**src/rtl/metric_statistics_table_macros.svh**
```systemverilog
// Assertion macros shared by the statistics table RTL.
// Each macro takes a label, the clock, the active-low reset, an antecedent and a consequent.
`ifndef METRIC_STATISTICS_TABLE_MACROS_SVH
`define METRIC_STATISTICS_TABLE_MACROS_SVH

// The consequent must hold in the same cycle as the antecedent.
`define MST_ASSERT_SAME(label, clk, rst_n, ante, cons) \
    label: assert property (@(posedge clk) disable iff (!(rst_n)) (ante) |-> (cons)) \
        else $error("statistics table assertion failed");

// The consequent must hold in the cycle after the antecedent.
`define MST_ASSERT_NEXT(label, clk, rst_n, ante, cons) \
    label: assert property (@(posedge clk) disable iff (!(rst_n)) (ante) |=> (cons)) \
        else $error("statistics table assertion failed");

`endif

```
**src/rtl/mst_pkg.sv**
```systemverilog
// ----------------------------------------------------------------------------
// Statistics table package
// Field widths, operation and status codes, slot layout and the control
// structures shared by the statistics table modules.
// ----------------------------------------------------------------------------
package mst_pkg;

    localparam int DEF_MAX_SLOTS = 256;

    localparam int OPCODE_W     = 3;
    localparam int SLOT_INDEX_W = 8;
    localparam int KIND_W       = 2;
    localparam int DATA_W       = 64;
    localparam int STATUS_W     = 2;
    localparam int TOTAL_W      = 9;

    localparam logic [DATA_W-1:0] DATA_ONES = {DATA_W{1'b1}};

    typedef enum logic [OPCODE_W-1:0] {
        OP_REGISTER = 3'd0,
        OP_FINALIZE = 3'd1,
        OP_ADD      = 3'd2,
        OP_SET      = 3'd3,
        OP_RECORD   = 3'd4,
        OP_READ     = 3'd5,
        OP_CLEAR    = 3'd6,
        OP_SIZE     = 3'd7
    } t_opcode;

    typedef enum logic [KIND_W-1:0] {
        KIND_NONE      = 2'd0,
        KIND_COUNTER   = 2'd1,
        KIND_GAUGE     = 2'd2,
        KIND_HISTOGRAM = 2'd3
    } t_kind;

    typedef enum logic [STATUS_W-1:0] {
        ST_DONE      = 2'd0,
        ST_IGNORED   = 2'd1,
        ST_FINALIZED = 2'd2,
        ST_FULL      = 2'd3
    } t_status;

    typedef enum logic [1:0] {
        S_IDLE,
        S_EXEC,
        S_CLEAR
    } t_state;

    typedef struct packed {
        t_kind             kind;
        logic [DATA_W-1:0] value;
        logic [DATA_W-1:0] sum;
        logic [DATA_W-1:0] count;
        logic [DATA_W-1:0] min;
        logic [DATA_W-1:0] max;
    } t_slot;

    typedef struct packed {
        t_opcode                 opcode;
        logic [SLOT_INDEX_W-1:0] slot_index;
        t_kind                   metric_kind;
        logic [DATA_W-1:0]       operand_value;
    } t_cmd;

    typedef struct packed {
        t_status                 status;
        logic [SLOT_INDEX_W-1:0] assigned_index;
        logic [TOTAL_W-1:0]      registered_total;
        t_kind                   slot_kind;
        logic [DATA_W-1:0]       slot_value;
        logic [DATA_W-1:0]       slot_sum;
        logic [DATA_W-1:0]       slot_count;
        logic [DATA_W-1:0]       slot_min;
        logic [DATA_W-1:0]       slot_max;
    } t_result;

    typedef struct packed {
        logic mem_we;
        logic reg_inc;
        logic set_final;
    } t_exec_ctl;

endpackage

```
**src/rtl/mst_exec.sv**
```systemverilog
// ----------------------------------------------------------------------------
// Statistics table execute stage
// Decodes one operation against the slot read from the table and produces
// the write-back entry, the control updates and the result item.
// ----------------------------------------------------------------------------
module mst_exec import mst_pkg::*; #(
    parameter int MAX_SLOTS = DEF_MAX_SLOTS,
    localparam int AW = $clog2(MAX_SLOTS),
    localparam int RW = $clog2(MAX_SLOTS + 1)
) (
    input  t_cmd            i_cmd,
    input  t_slot           i_rd_slot,
    input  logic [RW-1:0]   i_reg_count,
    input  logic            i_finalized,
    output t_exec_ctl       o_ctl,
    output logic [AW-1:0]   o_wr_addr,
    output t_slot           o_wr_slot,
    output t_result         o_result
);

    localparam int CW  = (AW > SLOT_INDEX_W) ? AW : SLOT_INDEX_W;
    localparam int CXW = CW + 1;
    localparam int XW  = (RW > TOTAL_W) ? RW : TOTAL_W;

    logic [CXW-1:0] idx_ext;
    logic [XW-1:0]  cnt_ext;
    logic           registered;
    logic           full;
    logic [AW-1:0]  idx_addr;

    assign idx_ext    = CXW'(i_cmd.slot_index);
    assign cnt_ext    = XW'(i_reg_count);
    assign registered = idx_ext < CXW'(i_reg_count);
    assign full       = i_reg_count >= RW'(MAX_SLOTS);
    assign idx_addr   = idx_ext[AW-1:0];

    always_comb begin
        o_ctl     = '0;
        o_wr_addr = idx_addr;
        o_wr_slot = i_rd_slot;
        o_result  = '0;
        o_result.status = ST_DONE;
        case (i_cmd.opcode)
            OP_REGISTER: begin
                if (i_finalized) begin
                    o_result.status = ST_FINALIZED;
                end else if (i_cmd.metric_kind == KIND_NONE) begin
                    o_result.status = ST_IGNORED;
                end else if (full) begin
                    o_result.status = ST_FULL;
                end else begin
                    o_ctl.mem_we    = 1'b1;
                    o_ctl.reg_inc   = 1'b1;
                    o_wr_addr       = i_reg_count[AW-1:0];
                    o_wr_slot.kind  = i_cmd.metric_kind;
                    o_wr_slot.value = '0;
                    o_wr_slot.sum   = '0;
                    o_wr_slot.count = '0;
                    o_wr_slot.min   = DATA_ONES;
                    o_wr_slot.max   = '0;
                    o_result.assigned_index = cnt_ext[SLOT_INDEX_W-1:0];
                end
            end
            OP_FINALIZE: begin
                o_ctl.set_final = 1'b1;
            end
            OP_ADD: begin
                if (registered && i_rd_slot.kind == KIND_COUNTER) begin
                    o_ctl.mem_we    = 1'b1;
                    o_wr_slot.value = i_rd_slot.value + i_cmd.operand_value;
                end else begin
                    o_result.status = ST_IGNORED;
                end
            end
            OP_SET: begin
                if (registered && i_rd_slot.kind == KIND_GAUGE) begin
                    o_ctl.mem_we    = 1'b1;
                    o_wr_slot.value = i_cmd.operand_value;
                end else begin
                    o_result.status = ST_IGNORED;
                end
            end
            OP_RECORD: begin
                if (registered && i_rd_slot.kind == KIND_HISTOGRAM) begin
                    o_ctl.mem_we    = 1'b1;
                    o_wr_slot.count = i_rd_slot.count + DATA_W'(1);
                    o_wr_slot.sum   = i_rd_slot.sum + i_cmd.operand_value;
                    if (i_cmd.operand_value < i_rd_slot.min) begin
                        o_wr_slot.min = i_cmd.operand_value;
                    end
                    if (i_cmd.operand_value > i_rd_slot.max) begin
                        o_wr_slot.max = i_cmd.operand_value;
                    end
                end else begin
                    o_result.status = ST_IGNORED;
                end
            end
            OP_READ: begin
                if (registered) begin
                    o_result.slot_kind  = i_rd_slot.kind;
                    o_result.slot_value = i_rd_slot.value;
                    o_result.slot_sum   = i_rd_slot.sum;
                    o_result.slot_count = i_rd_slot.count;
                    o_result.slot_min   = i_rd_slot.min;
                    o_result.slot_max   = i_rd_slot.max;
                end else begin
                    o_result.status = ST_IGNORED;
                end
            end
            OP_CLEAR: begin
                o_result.status = ST_DONE;
            end
            OP_SIZE: begin
                o_result.registered_total = cnt_ext[TOTAL_W-1:0];
            end
            default: begin
                o_result.status = ST_DONE;
            end
        endcase
    end

endmodule

```
**config.mk**
```make
export PLATFORM = sky130hd
export DESIGN_NAME = mst_exec
export DESIGN_NICKNAME = d
export VERILOG_FILES = /design/src/rtl/metric_statistics_table_macros.svh /design/src/rtl/mst_pkg.sv /design/src/rtl/mst_exec.sv
export SDC_FILE = /design/constraint.sdc
export NUM_CORES = 1
export LEC_CHECK = 0
export BUFFER_PORTS_ARGS = -buffer_cell sky130_fd_sc_hd__buf_2
export CAP_MARGIN = 10
export CORE_AREA = 2 2 425 427
export DETAILED_ROUTE_END_ITERATION = 12
export DIE_AREA = 0 0 427 429
export PLACE_DENSITY = 0.3
export SETUP_SLACK_MARGIN = 0.1
export SLEW_MARGIN = 20
export SYNTH_ARGS = -nofsm -noshare
export SYNTH_HDL_FRONTEND = slang
export SYNTH_SLANG_ARGS = --single-unit
```
**constraint.sdc**
```tcl
create_clock -name vclk -period 6.25
set_clock_uncertainty 0.05 [all_clocks]
set_input_delay 1.25 -clock vclk [all_inputs]
set_output_delay 1.25 -clock vclk [all_outputs]
set_load 0.02 [all_outputs]
```
# --- Word level (Yosys, flattened, before mapping) ---
# Index checks and enable logic that the tools add are counted.
op_classes:
  addsub: 3
  magnitude_cmp: 4
  n_eq_ne: 9
  muxes: 39
  n_reduce_logical: 5
ops:
  columns: ["op", "n"]
  rows:
  - ["322-bit 2-to-1 mux", 5]
  - ["256-bit case mux with 2 select lines", 1]
  - ["256-bit 2-to-1 mux", 1]
  - ["64-bit 2-to-1 mux", 4]
  - ["64-bit case mux with 3 select lines", 1]
  - ["64-bit adder", 2]
  - ["64-bit by 1-bit adder with 64-bit output, second input constant", 1]
  - ["64-bit greater-than comparator", 1]
  - ["64-bit < comparator", 1]
  - ["8-bit 2-to-1 mux", 8]
  - ["2-bit 2-to-1 mux", 7]
  - ["2-bit case mux with 5 select lines", 1]
  - ["3-bit equality test, second input constant", 3]
  - ["9-bit greater-or-equal comparator, second input constant", 1]
  - ["8-bit by 9-bit < comparator with 1-bit output", 1]
  - ["1-bit 2-to-1 mux", 9]
  - ["9-bit 2-to-1 mux", 1]
  - ["3-bit by 2-bit equality test with 1-bit output, second input constant", 2]
  - ["2-bit equality test, second input constant", 2]
  - ["1-bit case mux with 4 select lines", 1]
  - ["3-bit by 1-bit equality test with 1-bit output, second input constant", 1]
  - ["1-bit logical AND", 3]
  - ["3-bit logical NOT", 1]
  - ["2-bit by 1-bit equality test with 1-bit output, second input constant", 1]
  - ["2-bit logical NOT", 1]
word_totals:
  ff_bits: 0
  input_bits: 409
  out_inout_bits: 674
  elab_cells: 60

# --- Longest topological paths before layout ---
# Gate-level depths: netlist (run 1).
depth:
  ltp_word: 5
  depth_mapped: 14
  ltp_nobuf: 13

# --- Worst setup path after synthesis (run 1) ---
# Ideal clock, no wire load.
synth_timing:
  kind: "in2out"
  startpoint: "input i_cmd[0] (netlist bit)"
  endpoint: "output o_wr_slot[254] (netlist bit)"
  arrival_ns: 4.222
  required_time_ns: 4.950
  path_slack_ns: 0.728
  cell_stages: 12
  n_path_buf: 0
  path_cell_list: "ha_1 -> fa_1 -> a21o_1 -> a221oi_2 -> o21ai_1 -> and3b_1 -> o21a_1 -> a31o_2 -> a221oi_1 -> o31ai_1 -> xnor2_1 -> o21ai_0"
synth_lines:
  columns: ["item", "line", "rtl"]
  rows:
  - ["from (decl)", "mst_exec.sv:11", "input t_cmd i_cmd,"]
  - ["to (decl)", "mst_exec.sv:17", "output t_slot o_wr_slot,"]

==> results.toml, run 1 <==
[global_route]
grt_pass1_vias = 26768
gr-total-overflow = 0
grt_pass1_wl_mm = 244
grt_start_max_net_pins = 157
track_usage_pct = 19.2
antenna_found_initial = 31

[layout]
post-route-util_pct = 16.4
seq_cells = 0
fill_cells = 20791
layout-drive-gt1-share_pct = 36.7
clkbuf_count = 0
register_area_um2 = 0
finalNetCount = 4742
final_common_cell = "buf_2"
final_cell_mix = "1053 x buf_2, 347 x and2_1, 295 x nand2_1"
syn_to_final_growth_pct = 60.7
fin_area_mm2 = 0.0293

[synthesis]
synth_fp_nets = 3537
ys_types = 85
yosys_warnings = 0
syn_inst = 2865
synth_area_mm2 = 0.0182
syn_area_per_cell_um2 = 6.36
ys_seq_area_share_pct = 0

[detailed_routing]
via_per_inst = 4.26
drt-initial-drc-count = 1869
drc = 0
wl_mm = 186
wl_per_cell_um = 28.8
postRouteAntennaNets = 0
drtPass1Iterations = 5
vias = 27494

[setup_path]
slowest_delay_ns = 0.34
crit_type = "in2out"
critPathLaunchType = "input pin"
worstPathArrival_ns = 4.78
crit_path_frequent_cell = "buf_4"
crit_chain = "buf_2 > ha_2 > fa_2 > a21o_1 > a221oi_2 > buf_4 > o21ai_1 > and3b_2 > o21a_4 > a31o_2 > a31oi_1 > buf_4 > o21bai_1 > xnor2_1 > o21ai_0 > buf_4 > buf_2"
cp_slowest_cell = "fa_2"
cpLargestDelayFamily = "compound AO/OA/AOI/OAI gates"
required_ns = 4.95
worst-path-buf-inv = 5
cp-end-kind = "output pin"
crit_fanout = 4

[power]
p_leak_nw = 15.0
power.density_mw_per_mm2 = 97.9
vdd_drop_max_v = 0.0000295
finalPower_mw = 2.86

[flow_run]
drv_cap = 0

[placed_design]
dpl.hpwl_mm = 165
placed_area_mm2 = 0.0287
dp_slack_ns = -0.632
routabilityCongestion = 0.913
io_buffers = 1083

[sta]
hold_violations = 0
setup_viol = 0
setup_ws_ns = 0.172
worst_pin_slew_ns = 1.04
rsz0062_at_grt = "yes"
fmax_mhz = 165
slew_viol_final = 0
final.min_clock_period_ns = 6.08
slew_headroom_pct = 30.5
finalCritPeriodShare_pct = 97.3

[worst_hold_path]
min_to = "o_wr_slot[184]"
hold_class = "in2out"
hold_depth = 3
worstHoldStart = "i_rd_slot[184]"

[floorplanning]
initial_utilization_pct = 10.2
fp.dieH_um = 429
core_mm2 = 0.178
boundaryPins = 1083
die_width_um = 427
rows = 155
die-area_mm2 = 0.183

[status]
outcome = "finished, final reports clean"
## through the flow
stage / TNS, ns / cells / hold slack [ns]
detailed placement: -26.28 / 6420 / 2.78
CTS: 0 / 6420 / 2.78
floorplan: 0 / 2865 / 2.58
finish: 0 / 6447 / 2.77
global placement: -24.48 / 6420 / 2.78
global route: 0 / 6431 / 2.79
## layer usage
layer	share of wire, %	track usage, %	vias to the layer above
li1	-	-	12904
met1	43	24.5	13587
met2	51	34.9	919
met3	4.8	2.15	84
met4	1.5	2.67	0
met5	0	0	-
## worst max-delay path by stage
| stage | startpoint | end | slack, ns | cells past startpoint |
|---|---|---|---|---|
| after floorplan | i_cmd[0] | o_wr_slot[254] | 0.73 | 12 |
| after global placement | i_rd_slot[127] | o_wr_slot[88] | -0.63 | 15 |
| after detailed placement | i_rd_slot[127] | o_wr_slot[88] | -0.63 | 15 |
| after CTS | i_cmd[41] | o_wr_slot[88] | 0.07 | 16 |
| after global routing | i_cmd[0] | o_wr_slot[242] | 0.05 | 17 |
| final | i_cmd[0] | o_wr_slot[242] | 0.17 | 17 |
## cells in the mapped netlist, types with 22 or more instances
cell / instances / area share, %
a22o_1: 74 / 3.6
nor2_1: 140 / 2.9
nor3_1: 30 / 0.82
o21ai_1: 34 / 0.93
xnor2_1: 63 / 3.0
a21oi_1: 213 / 5.9
a31oi_1: 40 / 1.4
inv_1: 175 / 3.6
xor2_1: 51 / 2.5
o21ai_0: 254 / 7.0
clkbuf_1: 164 / 3.4
a21o_1: 146 / 6.0
a22oi_1: 49 / 2.0
o211ai_1: 63 / 2.6
and3_1: 28 / 0.96
nand3_1: 62 / 1.7
nand2_1: 299 / 6.2
ha_1: 261 / 18
and2_1: 348 / 12
o31ai_1: 25 / 1.0
nand4_1: 83 / 2.9
o21bai_1: 28 / 1.2
nor2b_1: 22 / 0.76
## power by group
group	switching [mW]	total, mW	internal (mW)
clock network	0	0.0000000697	0.0000000696
registers	0	0	0
logic	1.85	2.86	1.01
## worst min-delay path, cell delays in order
cell and delay (ns):
buf_2 0.11, o21ai_1 0.07, buf_2 0.15
## cell families (layout without fill, tap and decap cells)
kind of cell | count (synthesis) | in the layout | synth area share [%]
adders and majority gates | 263 | 263 | 18.1
other | 0 | 24 | 0
xor gates and xnor gates | 114 | 114 | 5.48
AOI/OAI and AO/OA | 1048 | 1048 | 37.6
and+or+nand+nor | 1078 | 1078 | 31.1
muxes | 4 | 4 | 0.234
buffers and inverters | 358 | 1561 | 7.51
## cell type report
type	instances	area [um2]	share of cell area, %
Timing Repair Buffer	1386	8260	28.2
Multi-Input combinational cell	2507	17300	59.3
Antenna cell	24	60.1	0.205
Tap cell	2355	2950	10.1
Inverter	175	657	2.24
## timing repair
action,4_1_cts,5_1_grt
setup buffers,0,3
resized for setup,47,60
hold buffers,0,0
setup endpoints to repair,125,83
pin swaps,5,18
No activity file was read; power rests on OpenSTA's default activity.
==> run 2: changes to the inputs <==
--- a/config.mk
+++ b/config.mk
@@ -7,10 +7,12 @@
 export LEC_CHECK = 0
 export BUFFER_PORTS_ARGS = -buffer_cell sky130_fd_sc_hd__buf_2
 export CAP_MARGIN = 10
-export CORE_AREA = 2 2 425 427
+export CELL_PAD_IN_SITES_DETAIL_PLACEMENT = 1
+export CELL_PAD_IN_SITES_GLOBAL_PLACEMENT = 1
+export CORE_AREA = 10 10 414 416
 export DETAILED_ROUTE_END_ITERATION = 12
-export DIE_AREA = 0 0 427 429
-export PLACE_DENSITY = 0.3
+export DIE_AREA = 0 0 424 426
+export PLACE_DENSITY = 0.4
 export SETUP_SLACK_MARGIN = 0.1
 export SLEW_MARGIN = 20
 export SYNTH_ARGS = -nofsm -noshare
==> results.toml, run 2 (synthesis results as in run 1) <==
[sta]
fmax_mhz = 163
setup_ws_ns = 0.113
finalCritPeriodShare_pct = 98.2
hold_violations = 0
fin_tns_setup_ns = 0
rsz0062_at_grt = "yes"
slew_viol_final = 0
slew_headroom_pct = 38.8
holdWs_ns = 2.78
worst_pin_slew_ns = 0.895
final.min_clock_period_ns = 6.14
setup_viol = 0

[floorplanning]
rows = 148
die_width_um = 424
initial_utilization_pct = 11.2
core_mm2 = 0.163
die-area_mm2 = 0.181
boundaryPins = 1083
fp.dieH_um = 426

[power]
clockPowerShare_pct = 0
p_sw_share_pct = 63.8
vdd_drop_max_v = 0.0000280
combPwrFrac_pct = 100.0
power.internal_mw = 1.05
switchingPower_mw = 1.86
power_frac_seq_pct = 0
p_leak_nw = 15.3
power.density_mw_per_mm2 = 98.0

[layout]
final_common_cell = "buf_2"
layout-drive-gt1-share_pct = 37.7
post-route-util_pct = 18.3
seq_cells = 0
syn_to_final_growth_pct = 63.5
layout.cells.non_filler = 6295
finalNetCount = 4786
final_cell_mix = "1037 x buf_2, 347 x and2_1, 321 x buf_4"
register_area_um2 = 0
clkbuf_count = 0

[worst_hold_path]
hold_depth = 3
worstHoldStart = "i_rd_slot[116]"
hold_class = "in2out"

[global_route]
antenna_found_initial = 31
gr-total-overflow = 0
grt_pass1_wl_mm = 251
grt_start_max_net_pins = 118
track_usage_pct = 19.5
grt_pass1_vias = 28601

[detailed_routing]
vias = 27694
drc = 0
wl_mm = 189
via_per_inst = 4.40
drt-initial-drc-count = 1757
drtPass1Iterations = 6
postRouteAntennaNets = 0
wl_per_cell_um = 30.0

[clock_network]
cts_hold_buf = 0

[setup_path]
crit_path_start = "i_cmd[8]"
required_ns = 4.95
worstPathArrival_ns = 4.84
crit_type = "in2out"
cp-end-kind = "output pin"
critPathLaunchType = "input pin"
crit_fanout = 6

[placed_design]
dpl.hpwl_mm = 168
routabilityCongestion = 0.901
dp_slack_ns = -1.00
io_buffers = 1083
placed_cells = 6264

[status]
outcome = "finished, final reports clean"

[flow_run]
drv_cap = 0
-- run 2: final timing paths --
kind / end
max: o_wr_slot[243]
min: o_result[116]
-- run 2: per-layer routing --
layer	wire (um)	part of all wire, %	GRT usage, %
met2	96700	51	36.1
met1	79400	42	23.7
met5	34	0.018	0
met4	2700	1.4	2.55
met3	9720	5.2	3.42
-- run 2: per-stage QoR --
| stage | power [mW] | area [um2] |
|---|---|---|
| 2_1_floorplan | 1.38 | 18200 |
| 3_3_place_gp | 2.85 | 28700 |
| 3_5_place_dp | 2.85 | 28700 |
| 4_1_cts | 2.91 | 29500 |
| 5_1_grt | 3.14 | 29800 |
| 6_report | 2.92 | 29800 |
-- run 2: cell type report --
class,count,area (um2)
Multi-Input combinational cell,2507,17500
Antenna cell,8,20.0
Timing Repair Buffer,1430,8890
Tap cell,2175,2720
Fill cell,20141,133000
Inverter,175,666
-- run 2: power groups by stage --
stage	sequential, mW	clock (mW)	combinational, mW
global route	0	0.0000000900	3.14
floorplan	0	0	1.38
finish	0	0.000000139	2.92
detailed placement	0	0	2.85
global placement	0	0	2.85
CTS	0	0	2.91
-- run 2: critical path, cell delays in order --
cell	delay (ns)
buf_2	0.15
buf_4	0.20
ha_1	0.40
a21oi_1	0.11
o21ai_1	0.28
nor2b_1	0.47
o311a_1	0.29
nor3_2	0.06
buf_4	0.18
o311ai_2	0.36
a221o_1	0.36
a41oi_2	0.19
xor2_1	0.19
o21ai_1	0.14
buf_2	0.20
-- run 2: what timing repair did --
action	4_1_cts	5_1_grt
gates cloned	3	0
setup endpoints to repair	153	106
setup buffers	17	3
pin swaps	24	27
resized for setup	98	75
